<file path="config.mk">
export PLATFORM = sky130hd
export DESIGN_NAME = sprite_frame_sequencer
export DESIGN_NICKNAME = d
export VERILOG_FILES = /design/src/rtl/sfs_pkg.sv /design/src/rtl/sfs_ctrl.sv /design/src/rtl/sfs_datapath.sv /design/src/rtl/sprite_frame_sequencer.sv
export SDC_FILE = /design/constraint.sdc
export NUM_CORES = 2
export LEC_CHECK = 0
export BUFFER_PORTS_ARGS = -buffer_cell sky130_fd_sc_hd__buf_2
export CELL_PAD_IN_SITES_DETAIL_PLACEMENT = 0
export CELL_PAD_IN_SITES_GLOBAL_PLACEMENT = 1
export CORE_AREA = 2 2 361 363
export CTS_BUF_LIST = sky130_fd_sc_hd__clkbuf_8
export CTS_CLUSTER_SIZE = 25
export DETAILED_ROUTE_END_ITERATION = 8
export DIE_AREA = 0 0 363 365
export PLACE_DENSITY_LB_ADDON = 0.1
export RECOVER_POWER = 25
export SYNTH_ARGS = -nofsm -noshare
export SYNTH_HDL_FRONTEND = slang
export SYNTH_HIERARCHICAL = 1
export SYNTH_SLANG_ARGS = --single-unit
export TNS_END_PERCENT = 20
</file>
<file path="constraint.sdc">
create_clock -name clk_i -period 15.2 [get_ports clk_i]
set_input_delay 1.52 -clock clk_i [delete_from_list [all_inputs] [get_ports clk_i]]
set_output_delay 1.52 -clock clk_i [all_outputs]
set_load 0.01 [all_outputs]
</file>
<file path="src/rtl/sfs_pkg.sv">
// Shared types, widths and codes for the sprite frame sequencer.
`default_nettype none

package sfs_pkg;

  localparam int OP_W       = 3;
  localparam int DT_W       = 24;
  localparam int IDX_W      = 6;
  localparam int DUR_W      = 26;
  localparam int TIME_W     = 32;
  localparam int CNT_W      = 7;
  localparam int MODE_W     = 2;
  localparam int POS_W      = CNT_W;
  localparam int FRAME_W    = 6;
  localparam int CFG_ADDR_W = 1;
  localparam int CFG_DATA_W = 7;

  localparam int S_DATA_W   = 64;
  localparam int M_DATA_W   = 40;

  typedef enum logic [OP_W-1:0] {
    OP_TICK      = 3'd0,
    OP_WRITE_DUR = 3'd1,
    OP_RESTART   = 3'd2,
    OP_TOGGLE    = 3'd3,
    OP_SELECT    = 3'd4
  } op_e;

  typedef enum logic [MODE_W-1:0] {
    MODE_LOOP      = 2'd0,
    MODE_ONCE      = 2'd1,
    MODE_PING_PONG = 2'd2,
    MODE_HOLD      = 2'd3
  } mode_e;

  localparam logic [CFG_ADDR_W-1:0] REG_LOOP_MODE   = 1'b0;
  localparam logic [CFG_ADDR_W-1:0] REG_FRAME_COUNT = 1'b1;

  typedef struct packed {
    logic start;     // word accepted this cycle
    logic step;      // one frame step attempt
    logic load_out;  // capture result into output register
  } sfs_cmd_t;

  typedef struct packed {
    logic go_step;   // accepted word is a tick that has work to do
    logic stop;      // stepping ends after this cycle
  } sfs_stat_t;

endpackage

`default_nettype wire

</file>
<file path="src/rtl/sfs_ctrl.sv">
// Control state machine and output valid for the sprite frame sequencer.
`default_nettype none

module sfs_ctrl
  import sfs_pkg::*;
(
  input  wire logic      clk_i,
  input  wire logic      rst_ni,
  input  wire logic      s_tvalid_i,
  output logic           s_tready_o,
  output logic           m_tvalid_o,
  input  wire logic      m_tready_i,
  input  wire sfs_stat_t stat_i,
  output sfs_cmd_t       cmd_o
);

  typedef enum logic [1:0] {
    ST_IDLE,
    ST_STEP,
    ST_FIN
  } state_e;

  state_e state_q;
  logic   out_valid_q;
  logic   slot_free;

  assign slot_free       = !out_valid_q || m_tready_i;
  assign s_tready_o      = (state_q == ST_IDLE);
  assign m_tvalid_o      = out_valid_q;
  assign cmd_o.start     = (state_q == ST_IDLE) && s_tvalid_i;
  assign cmd_o.step      = (state_q == ST_STEP);
  assign cmd_o.load_out  = (state_q == ST_FIN) && slot_free;

  always_ff @(posedge clk_i or negedge rst_ni) begin
    if (!rst_ni) begin
      state_q     <= ST_IDLE;
      out_valid_q <= 1'b0;
    end else begin
      if (cmd_o.load_out) begin
        out_valid_q <= 1'b1;
      end else if (m_tready_i) begin
        out_valid_q <= 1'b0;
      end
      case (state_q)
        ST_IDLE: begin
          if (s_tvalid_i) begin
            state_q <= stat_i.go_step ? ST_STEP : ST_FIN;
          end
        end
        ST_STEP: begin
          if (stat_i.stop) begin
            state_q <= ST_FIN;
          end
        end
        ST_FIN: begin
          if (slot_free) begin
            state_q <= ST_IDLE;
          end
        end
        default: state_q <= ST_IDLE;
      endcase
    end
  end

endmodule

`default_nettype wire

</file>
<file path="src/rtl/sfs_datapath.sv">
// Duration memory, frame position/time state, step logic and result register.
`default_nettype none

module sfs_datapath
  import sfs_pkg::*;
#(
  parameter int MAX_FRAMES   = 64,
  parameter int MAX_STEPS    = 128,
  parameter int MIN_DURATION = 1000
) (
  input  wire logic                  clk_i,
  input  wire logic                  rst_ni,
  input  wire sfs_cmd_t              cmd_i,
  output sfs_stat_t                  stat_o,
  input  wire logic                  cfg_we_i,
  input  wire logic [CFG_ADDR_W-1:0] cfg_addr_i,
  input  wire logic [CFG_DATA_W-1:0] cfg_data_i,
  input  wire logic [OP_W-1:0]       op_i,
  input  wire logic [DT_W-1:0]       dt_i,
  input  wire logic [IDX_W-1:0]      idx_i,
  input  wire logic [DUR_W-1:0]      dur_i,
  output logic [FRAME_W-1:0]         cur_frame_o,
  output logic                       playing_o,
  output logic [TIME_W-1:0]          time_o,
  output logic                       changed_o
);

  localparam int AW       = $clog2(MAX_FRAMES);
  localparam int CNT_MAX  = (1 << CNT_W) - 1;
  localparam int CAP      = (MAX_FRAMES > CNT_MAX) ? CNT_MAX : MAX_FRAMES;
  localparam int SW       = $clog2(MAX_STEPS + 1);
  localparam logic [CNT_W-1:0] CLIP_MAX  = CNT_W'(CAP);
  localparam logic [SW-1:0]    LAST_STEP = SW'(MAX_STEPS - 1);
  localparam logic [DUR_W-1:0] MIN_DUR   = DUR_W'(MIN_DURATION);

  logic [DUR_W-1:0]  mem [MAX_FRAMES];
  logic [DUR_W-1:0]  rd_q;

  mode_e             mode_q;
  logic [CNT_W-1:0]  fcount_q;
  logic [POS_W-1:0]  pos_q, pos_d;
  logic [POS_W-1:0]  pos_before_q, pos_before_d;
  logic [TIME_W-1:0] time_q, time_d;
  logic              back_q, back_d;
  logic              play_q, play_d;
  logic [SW-1:0]     steps_q, steps_d;

  logic [FRAME_W-1:0] cur_q;
  logic               play_out_q;
  logic [TIME_W-1:0]  time_out_q;
  logic               chg_q;

  op_e               op;
  logic [CNT_W-1:0]  clip;
  logic [POS_W-1:0]  last_pos;
  logic              tick_active;
  logic [DUR_W-1:0]  dur;
  logic [TIME_W-1:0] dur_t;
  logic              below;
  logic [POS_W-1:0]  pos_inc;
  logic              at_end;
  logic              ping;
  logic              terminal;
  logic [TIME_W:0]   sum;
  logic              idx_ok;
  logic [IDX_W+AW-1:0] widx;
  logic [POS_W+AW-1:0] wpos;
  logic [AW-1:0]     waddr;
  logic [AW-1:0]     raddr;

  assign op          = op_e'(op_i);
  assign clip        = (fcount_q > CLIP_MAX) ? CLIP_MAX : fcount_q;
  assign last_pos    = clip - CNT_W'(1);
  assign tick_active = play_q && (clip != '0) && (dt_i != '0);
  assign dur         = (rd_q < MIN_DUR) ? MIN_DUR : rd_q;
  assign dur_t       = {{(TIME_W-DUR_W){1'b0}}, dur};
  assign below       = time_q < dur_t;
  assign pos_inc     = pos_q + POS_W'(1);
  assign at_end      = pos_inc >= clip;
  assign ping        = (mode_q == MODE_PING_PONG) && (clip > CNT_W'(1));
  // once, hold, and single-frame ping pong stop at the last frame
  assign terminal    = (mode_q != MODE_LOOP) && !ping && at_end;
  assign sum         = {1'b0, time_q} + {{(TIME_W+1-DT_W){1'b0}}, dt_i};
  assign idx_ok      = 32'(idx_i) < 32'(MAX_FRAMES);
  assign widx        = {{AW{1'b0}}, idx_i};
  assign wpos        = {{AW{1'b0}}, pos_d};
  assign waddr       = widx[AW-1:0];
  assign raddr       = wpos[AW-1:0];

  assign stat_o.go_step = (op == OP_TICK) && tick_active;
  assign stat_o.stop    = below || terminal || (steps_q == LAST_STEP);

  always_comb begin
    pos_d        = pos_q;
    pos_before_d = pos_before_q;
    time_d       = time_q;
    back_d       = back_q;
    play_d       = play_q;
    steps_d      = steps_q;
    if (cmd_i.start) begin
      pos_before_d = pos_q;
      steps_d      = '0;
      case (op)
        OP_TICK: begin
          if (tick_active) begin
            if (pos_q > last_pos) begin
              pos_d = last_pos;
            end
            time_d = sum[TIME_W] ? '1 : sum[TIME_W-1:0];
          end
        end
        OP_RESTART: begin
          pos_d  = '0;
          back_d = 1'b0;
          time_d = '0;
          play_d = 1'b1;
        end
        OP_TOGGLE: begin
          play_d = !play_q;
        end
        OP_SELECT: begin
          if ({1'b0, idx_i} < clip) begin
            pos_d  = {1'b0, idx_i};
            time_d = '0;
          end
        end
        default: begin
        end
      endcase
    end else if (cmd_i.step && !below) begin
      time_d  = time_q - dur_t;
      steps_d = steps_q + SW'(1);
      if (mode_q == MODE_LOOP) begin
        pos_d = at_end ? '0 : pos_inc;
      end else if (ping) begin
        if (!back_q) begin
          if (at_end) begin
            back_d = 1'b1;
            pos_d  = clip - CNT_W'(2);
          end else begin
            pos_d = pos_inc;
          end
        end else begin
          if (pos_q == '0) begin
            back_d = 1'b0;
            pos_d  = POS_W'(1);
          end else begin
            pos_d = pos_q - POS_W'(1);
          end
        end
      end else if (!at_end) begin
        pos_d = pos_inc;
      end else begin
        play_d = 1'b0;
        time_d = (mode_q == MODE_HOLD) ? dur_t : '0;
      end
    end
  end

  always_ff @(posedge clk_i or negedge rst_ni) begin
    if (!rst_ni) begin
      mode_q       <= MODE_LOOP;
      fcount_q     <= '0;
      pos_q        <= '0;
      pos_before_q <= '0;
      time_q       <= '0;
      back_q       <= 1'b0;
      play_q       <= 1'b0;
      steps_q      <= '0;
    end else begin
      if (cfg_we_i) begin
        if (cfg_addr_i == REG_LOOP_MODE) begin
          mode_q <= mode_e'(cfg_data_i[MODE_W-1:0]);
        end else if (cfg_addr_i == REG_FRAME_COUNT) begin
          fcount_q <= cfg_data_i[CNT_W-1:0];
        end
      end
      pos_q        <= pos_d;
      pos_before_q <= pos_before_d;
      time_q       <= time_d;
      back_q       <= back_d;
      play_q       <= play_d;
      steps_q      <= steps_d;
    end
  end

  // read address follows the next position, so rd_q matches pos_q
  always_ff @(posedge clk_i) begin
    if (cmd_i.start && (op == OP_WRITE_DUR) && idx_ok) begin
      mem[waddr] <= dur_i;
    end
    rd_q <= mem[raddr];
  end

  always_ff @(posedge clk_i) begin
    if (cmd_i.load_out) begin
      cur_q      <= pos_q[FRAME_W-1:0];
      play_out_q <= play_q;
      time_out_q <= time_q;
      chg_q      <= pos_q != pos_before_q;
    end
  end

  assign cur_frame_o = cur_q;
  assign playing_o   = play_out_q;
  assign time_o      = time_out_q;
  assign changed_o   = chg_q;

endmodule

`default_nettype wire

</file>
<file path="src/rtl/sprite_frame_sequencer.sv">
// Top level of the sprite frame sequencer: controller plus datapath.
//
// Usage:
//   Input words arrive on s_tvalid_i/s_tready_o/s_tdata_i, one command each:
//   tick, write duration, restart, toggle play or select frame. Every word
//   yields exactly one result word on m_tvalid_o/m_tready_i/m_tdata_o with
//   the current frame, playing flag, time in frame and a frame-changed flag.
//   loop_mode and frame_count are set through cfg_we_i/cfg_addr_i/cfg_data_i
//   while the block is idle.
// Timing:
//   A non-tick word goes from ST_IDLE to ST_FIN and is loaded into the output
//   register from ST_FIN once the output register is free, which raises
//   m_tvalid_o. A tick with work to do first runs the compare/subtract loop in
//   ST_STEP, fed by the registered duration memory read, with at most MAX_STEPS
//   frame steps; the loop ends on a final compare, the step limit or the end of
//   the clip. One word is worked on at a time; the next word can be accepted
//   once the block is back in ST_IDLE after the load.
// Reset and stall:
//   Reset clears position, time, direction, play flag and registers; the
//   duration memory holds garbage until written. A stalled result holds in
//   the output register; the block can accept and finish one more word, then
//   waits with s_tready_o low until the output register frees up.
`default_nettype none

module sprite_frame_sequencer
  import sfs_pkg::*;
#(
  parameter int MAX_FRAMES   = 64,
  parameter int MAX_STEPS    = 128,
  parameter int MIN_DURATION = 1000
) (
  input  wire logic                  clk_i,
  input  wire logic                  rst_ni,
  input  wire logic                  s_tvalid_i,
  output logic                       s_tready_o,
  // [2:0] opcode, [26:3] delta_time, [32:27] frame_index,
  // [58:33] frame_duration, [63:59] zero
  input  wire logic [S_DATA_W-1:0]   s_tdata_i,
  output logic                       m_tvalid_o,
  input  wire logic                  m_tready_i,
  // [5:0] current_frame, [6] is_playing, [38:7] time_in_frame,
  // [39] frame_changed
  output logic [M_DATA_W-1:0]        m_tdata_o,
  input  wire logic                  cfg_we_i,
  input  wire logic [CFG_ADDR_W-1:0] cfg_addr_i,
  input  wire logic [CFG_DATA_W-1:0] cfg_data_i
);

  sfs_cmd_t           cmd;
  sfs_stat_t          stat;
  logic [FRAME_W-1:0] cur_frame;
  logic               playing;
  logic [TIME_W-1:0]  time_in_frame;
  logic               changed;

  sfs_ctrl u_ctrl (
    .clk_i      (clk_i),
    .rst_ni     (rst_ni),
    .s_tvalid_i (s_tvalid_i),
    .s_tready_o (s_tready_o),
    .m_tvalid_o (m_tvalid_o),
    .m_tready_i (m_tready_i),
    .stat_i     (stat),
    .cmd_o      (cmd)
  );

  sfs_datapath #(
    .MAX_FRAMES   (MAX_FRAMES),
    .MAX_STEPS    (MAX_STEPS),
    .MIN_DURATION (MIN_DURATION)
  ) u_datapath (
    .clk_i       (clk_i),
    .rst_ni      (rst_ni),
    .cmd_i       (cmd),
    .stat_o      (stat),
    .cfg_we_i    (cfg_we_i),
    .cfg_addr_i  (cfg_addr_i),
    .cfg_data_i  (cfg_data_i),
    .op_i        (s_tdata_i[2:0]),
    .dt_i        (s_tdata_i[26:3]),
    .idx_i       (s_tdata_i[32:27]),
    .dur_i       (s_tdata_i[58:33]),
    .cur_frame_o (cur_frame),
    .playing_o   (playing),
    .time_o      (time_in_frame),
    .changed_o   (changed)
  );

  assign m_tdata_o = {changed, time_in_frame, playing, cur_frame};

endmodule

`default_nettype wire

</file>
Word-level counts from Yosys, hierarchy flattened. Memory sizes are Yosys's and may differ from the RTL's. A register that Yosys moved wholly into a read port is not among the register bits. Index checks and enable logic that the tools add are counted.

Add/sub/neg operators: 7. $lt $le $gt $ge: 7. Eq/ne operators: 22. Muxes and demuxes: 50. Bitwise gates (word level): 1. Reduce and logical (&&, ||, !) cells: 35.

Operators with widths (count): 2-to-1 mux 32 bit (8); case mux 32 bit (3 select lines) (1); 2-to-1 mux 7 bit (13); 2-to-1 mux 26 bit (2); adder 32 x 24 -> 33 bit (1); < comparator 32 x 26 -> 1 bit (1); subtractor 32 x 26 -> 32 bit (1); < comparator 26 x 10 -> 1 bit, second input constant (1); nonzero test 24 bit (1); case mux 7 bit (3 select lines) (1); 2-to-1 mux 1 bit (17); 2-to-1 mux 8 bit (2); subtractor 7 x 1 -> 7 bit, second input constant (2); inequality test 3 bit, second input constant (4); logical AND 1 bit (10); nonzero test 2 bit (5); adder 8 x 1 -> 8 bit, second input constant (1); == test 8 x 7 -> 1 bit, second input constant (1); 2-to-1 mux 2 bit (4); AND reduction 4 bit (2); adder 7 x 1 -> 7 bit, second input constant (1); >= comparator 7 bit (1); > comparator 7 x 1 -> 1 bit, second input constant (1); > comparator 7 bit (1); other kinds (26) (40).

Flip-flop bits (word level): 108. Bits in writable memories: 1664. Bits of input ports: 77. Word-level logic and storage cells: 138. Memories: 1.

Memory list: u_datapath.mem (words 64, width 26, read ports 1, clocked after Yosys merged registers in 1, wr ports 1, line sfs_datapath.sv:36) `logic [DUR_W-1:0] mem [MAX_FRAMES];`.

Logic depth before layout (Yosys ltp).
Depth after elaboration: 11. Gate-level depth with buffers: 25.

Hierarchy. Netlist, hierarchy kept.

Modules (own cells, without submodules): sfs_datapath (times used 1, cells each 4546, area an instance 72645.9 µm², sequential area each 53316.1 µm²); sfs_ctrl (times used 1, cells each 18, area an instance 172.7 µm², sequential area each 75.1 µm²); sprite_frame_sequencer (times used 1, cells each 2, area an instance 15.0 µm², sequential area each 0.0 µm²).

Worst setup path before layout. OpenSTA, ideal clock, no wires.

Path type: register to register. Start point: register u_datapath.rd_q[21] (read register of u_datapath.mem). End point: register u_datapath.rd_q[13] (read register of u_datapath.mem). Library setup time: 0.127 ns. Data arrival time: 4.741 ns. Setup slack: 10.332 ns. Stages on the path, launching flop included: 25. Path through: dfxtp_1 -> nor4_1 -> and4_1 -> clkbuf_1 -> o21ai_0 -> and2_1 -> ha_1 -> fa_1 -> nand2b_1 -> a21oi_1 -> o211ai_1 -> a31o_4 -> nor2_2 -> a211oi_2 -> or2_1 -> buf_2 -> inv_2 -> buf_4 -> buf_4 -> clkbuf_1 -> mux4_2 -> a22oi_1 -> nand2_1 -> nor2_1 -> nand4_1.

Longest elaborated chain between the ends: 7.

Ends and longest elaborated chain: start: declaration (line sfs_datapath.sv:37) `logic [DUR_W-1:0] rd_q;`; < comparator 26 x 10 -> 1 bit (line sfs_datapath.sv:75) `assign dur = (rd_q < MIN_DUR) ? MIN_DUR : rd_q;`; 2-to-1 mux 26 bit * (line sfs_datapath.sv:75); < comparator 32 x 26 -> 1 bit * (line sfs_datapath.sv:77) `assign below = time_q < dur_t;`; zero test 1 bit * (line sfs_datapath.sv:130) `end else if (cmd_i.step && !below) begin`; logical AND 1 bit * (line sfs_datapath.sv:130); 2-to-1 mux 7 bit * (line sfs_datapath.sv:130); 2-to-1 mux 7 bit * (line sfs_datapath.sv:100) `if (cmd_i.start) begin`.

Mark *: on every way between the ends. The rest lies on a longest branch, timed or not. The select of a mux whose other input is x is not followed. A chain may end at the register's enable or synchronous reset.

Worst setup path in the final report.
Start point: register u_datapath.rd_q[23] (read register of u_datapath.mem). End point: register u_datapath.rd_q[16] (read register of u_datapath.mem).

Same word-level chain as after synthesis.

==> metrics.cfg <==
[place]
gp_congestion=0.876
dp_hpwl_microns=105000
io_buffers=113

[synth]
seq_area_frac_synth_pct=73.3
synth.most_common_cell=edfxtp_1
yosys.area.top_type=edfxtp_1
synth_edf_count=1704
synthFlopType=edfxtp_1
ys_seq_elements=1798
syn-cell-area_sq_um=72800
synthCells=4566
postSynthAreaPerCell_sq_um=16.0
yosysWarnings=6
async_flop_share_pct=3.78
ys_types=85
synth_top_area_share_pct=70.3
synthTopCellsByCount=edfxtp_1 (1704), nand2_1 (706), mux4_2 (208)
synth_fp_nets=4724
netlist_top_cells_area=edfxtp_1 (70%), mux4_2 (6.4%), nand2_1 (3.6%)

[timing]
tightestPinTransition_ns=3.88
relSlewSlack_pct=-158
finalHoldViolCount=0
finalCritPeriodShare_pct=56.6
finalClockSkew_ns=0.0678
rsz0062_at_grt=false
setup_viol=0
fin_tns_setup_ns=0
holdWs_ns=0.519
min_period_ns=8.60
fmax_ghz=0.116
drv_slew=1370

[clocking]
path_clk_slew_ns=0.06
cts_hold_buffers=0
cts_resized=0
clk_latency_ns=1.02
clockBufferDepth=4
cts_tree=built
cts_root_buf=clkbuf_8
cts_setup_buffers=0
htree_levels=5
numCtsBuffers=306
clkSinkCount=1798

[worst_setup_path]
crit_slowest_cell=buf_4
worst_ep_arrival_time_ns=9.29
cp.required_ns=15.89
timing.setup.critical_path_class=reg -> reg
cp_slowest_stage_delay_ns=0.84
crit_buf_inv=3
crit_top_cell=buf_4
path_cells=nor4_1 > and4_1 > o21ai_0 > and2_1 > ha_1 > fa_1 > nand2b_1 > a21oi_1 > o211ai_1 > a31o_4 > nor2_2 > a2111o_2 > buf_12 > buf_4 > buf_4 > mux4_2 > a22oi_1 > nand2_1 > nor2_1 > nand4_1
crit_fanout=90
cpLargestDelayFamily=simple AND/OR/NAND/NOR gates
start_kind=flip-flop
end_kind=flip-flop

[worst_hold_path]
hold_class=reg -> reg

[detailed_routing]
antenna_left=0
routed_via_density=6.27
finalWirelength_microns=188000
first_pass_iters=6
drc=0
drtIter0Drc=4942
route.vias.total=42400
wire_per_inst_microns=27.8

[global_route]
antenna_found_initial=6
grt_max_degree=145
grt_pass1_vias=41000
grt-ovfl-total=0
grt_first_pass_wirelength_microns=272000
grt_usage_pct=28.4

[die]
floorplan.initialDensity_pct=56.6
core.rowCount=132
die_w_microns=363
fp.dieArea_sq_um=132000
ioPinCount=119
die_h_microns=365
core_area_sq_um=129000

[final_layout]
final_nets=5040
layout-drive-gt1-share_pct=18.0
syn_to_final_growth_pct=11.2

[job]
drv_cap=21

[status]
violations=capacitance limit, slew limit
outcome=finished with violations

[pwr]
power_leakage_uw=0.0276
vdd_drop_max_mv=0.185
p_per_area_nw_per_um2=184

## cell type report
cell class                      count  area [sq um]
Timing Repair Buffer              247          1550
Multi-Input combinational cell   2476         18500
Clock inverter                    196           906
Clock buffer                      318          4380
Sequential cell                  1798         53400
Antenna cell                        2          5.00
Fill cell                        9427         47700
Inverter                           53           206
Tap cell                         1675          2100
## power breakdown
group	internal (uW)	leakage, uW	switching (uW)
registers	5620	0.0164	170
clock network	1990	0.00309	1840
logic	1870	0.00818	3440
total	9480	0.0276	5450
## worst reg2reg max path: stages, from the launching register on
cell	delay, ns
dfxtp_1	0.34
nor4_1	0.34
and4_1	0.38
o21ai_0	0.24
and2_1	0.25
ha_1	0.22
fa_1	0.41
nand2b_1	0.20
a21oi_1	0.26
o211ai_1	0.38
a31o_4	0.38
nor2_2	0.39
a2111o_2	0.26
buf_12	0.54
buf_4	0.84
buf_4	0.84
mux4_2	0.68
a22oi_1	0.20
nand2_1	0.17
nor2_1	0.51
nand4_1	0.47
## flip-flops by register name, indices dropped and copies added, names as in the netlist, 2 cells and up
register / flops
u_datapath/time_q: 32
u_datapath/mode_q: 2
u_datapath/cur_frame_o: 6
u_datapath/time_o: 32
u_datapath/mem: 1664
u_datapath/pos_before_q: 7
u_datapath/steps_q: 8
u_datapath/rd_q: 26
u_datapath/fcount_q: 7
u_datapath/pos_q: 7
u_ctrl/state_q: 2
## final timing paths
path | startpoint | to | slack, ns | cells after the start
max in group asynchronous | rst_ni | u_datapath/time_q[11]$_DFFE_PN0P_ | 11.12 | 1
min in group asynchronous | rst_ni | u_datapath/pos_before_q[1]$_DFFE_PN0P_ | 1.85 | 1
worst min-delay path | u_datapath/play_q$_DFFE_PN0P_ | u_datapath/playing_o$_DFFE_PP_ | 0.52 | 0
worst min register to register | u_datapath/play_q$_DFFE_PN0P_ | u_datapath/playing_o$_DFFE_PP_ | 0.52 | 0
worst max register to register | u_datapath/rd_q[23]$_DFF_P_ | u_datapath/rd_q[16]$_DFF_P_ | 6.60 | 20
worst max-delay path | u_datapath/rd_q[23]$_DFF_P_ | u_datapath/rd_q[16]$_DFF_P_ | 6.60 | 20
## kinds of logic after synthesis
group / Yosys count / synth area share, %
AOI/OAI and AO/OA: 663 / 6.34
xor gates and xnor gates: 66 / 0.794
adders and majority gates: 81 / 1.41
buffers and inverters: 292 / 1.79
DFF: 1798 / 73.3
muxes: 336 / 8.22
and+or+nand+nor: 1330 / 8.14
## routing by layer
layer / track usage, % / routed length, microns / vias to the layer above
met5: 0 / 33 / -
met4: 9.98 / 6200 / 4
met3: 6.01 / 17300 / 320
met2: 44.7 / 88900 / 1932
met1: 39.9 / 75800 / 21500
li1: - / - / 18600
## cells in the final DEF (no fill, tap or decap), types with 42 or more instances in the layout
| master | Yosys | layout |
|---|---|---|
| mux2i_1 | 110 | 110 |
| buf_4 | 16 | 108 |
| clkbuf_8 | 0 | 318 |
| xnor2_1 | 42 | 42 |
| inv_1 | 49 | 154 |
| o21ai_0 | 84 | 84 |
| clkinv_1 | 1 | 56 |
| mux4_2 | 208 | 208 |
| nand2_1 | 706 | 706 |
| a32oi_1 | 76 | 76 |
| dfrtp_1 | 68 | 68 |
| nor2_1 | 185 | 117 |
| edfxtp_1 | 1704 | 1704 |
| nand3_1 | 184 | 184 |
| ha_1 | 79 | 79 |
| buf_2 | 64 | 112 |
| nor2_2 | 1 | 65 |
| nand4_1 | 95 | 95 |
| a22oi_1 | 107 | 107 |
| a21oi_1 | 105 | 104 |
| a31oi_1 | 94 | 94 |
## through the flow
stage | power (uW) | cells | setup slack (ns) | utilization, % | instance area (sq um)
floorplan | 9400 | 4566 | 10.33 | - | 72800
global placement | 11100 | 6249 | 6.43 | 58.9 | 75800
detailed placement | 11200 | 6249 | 6.48 | 58.9 | 75800
CTS | 15000 | 6763 | 6.47 | 63.0 | 81100
global route | 15600 | 6764 | 6.00 | 62.9 | 81000
finish | 14900 | 6765 | 6.60 | 62.9 | 81000
Note: power is estimated with default switching activity, not from simulation.
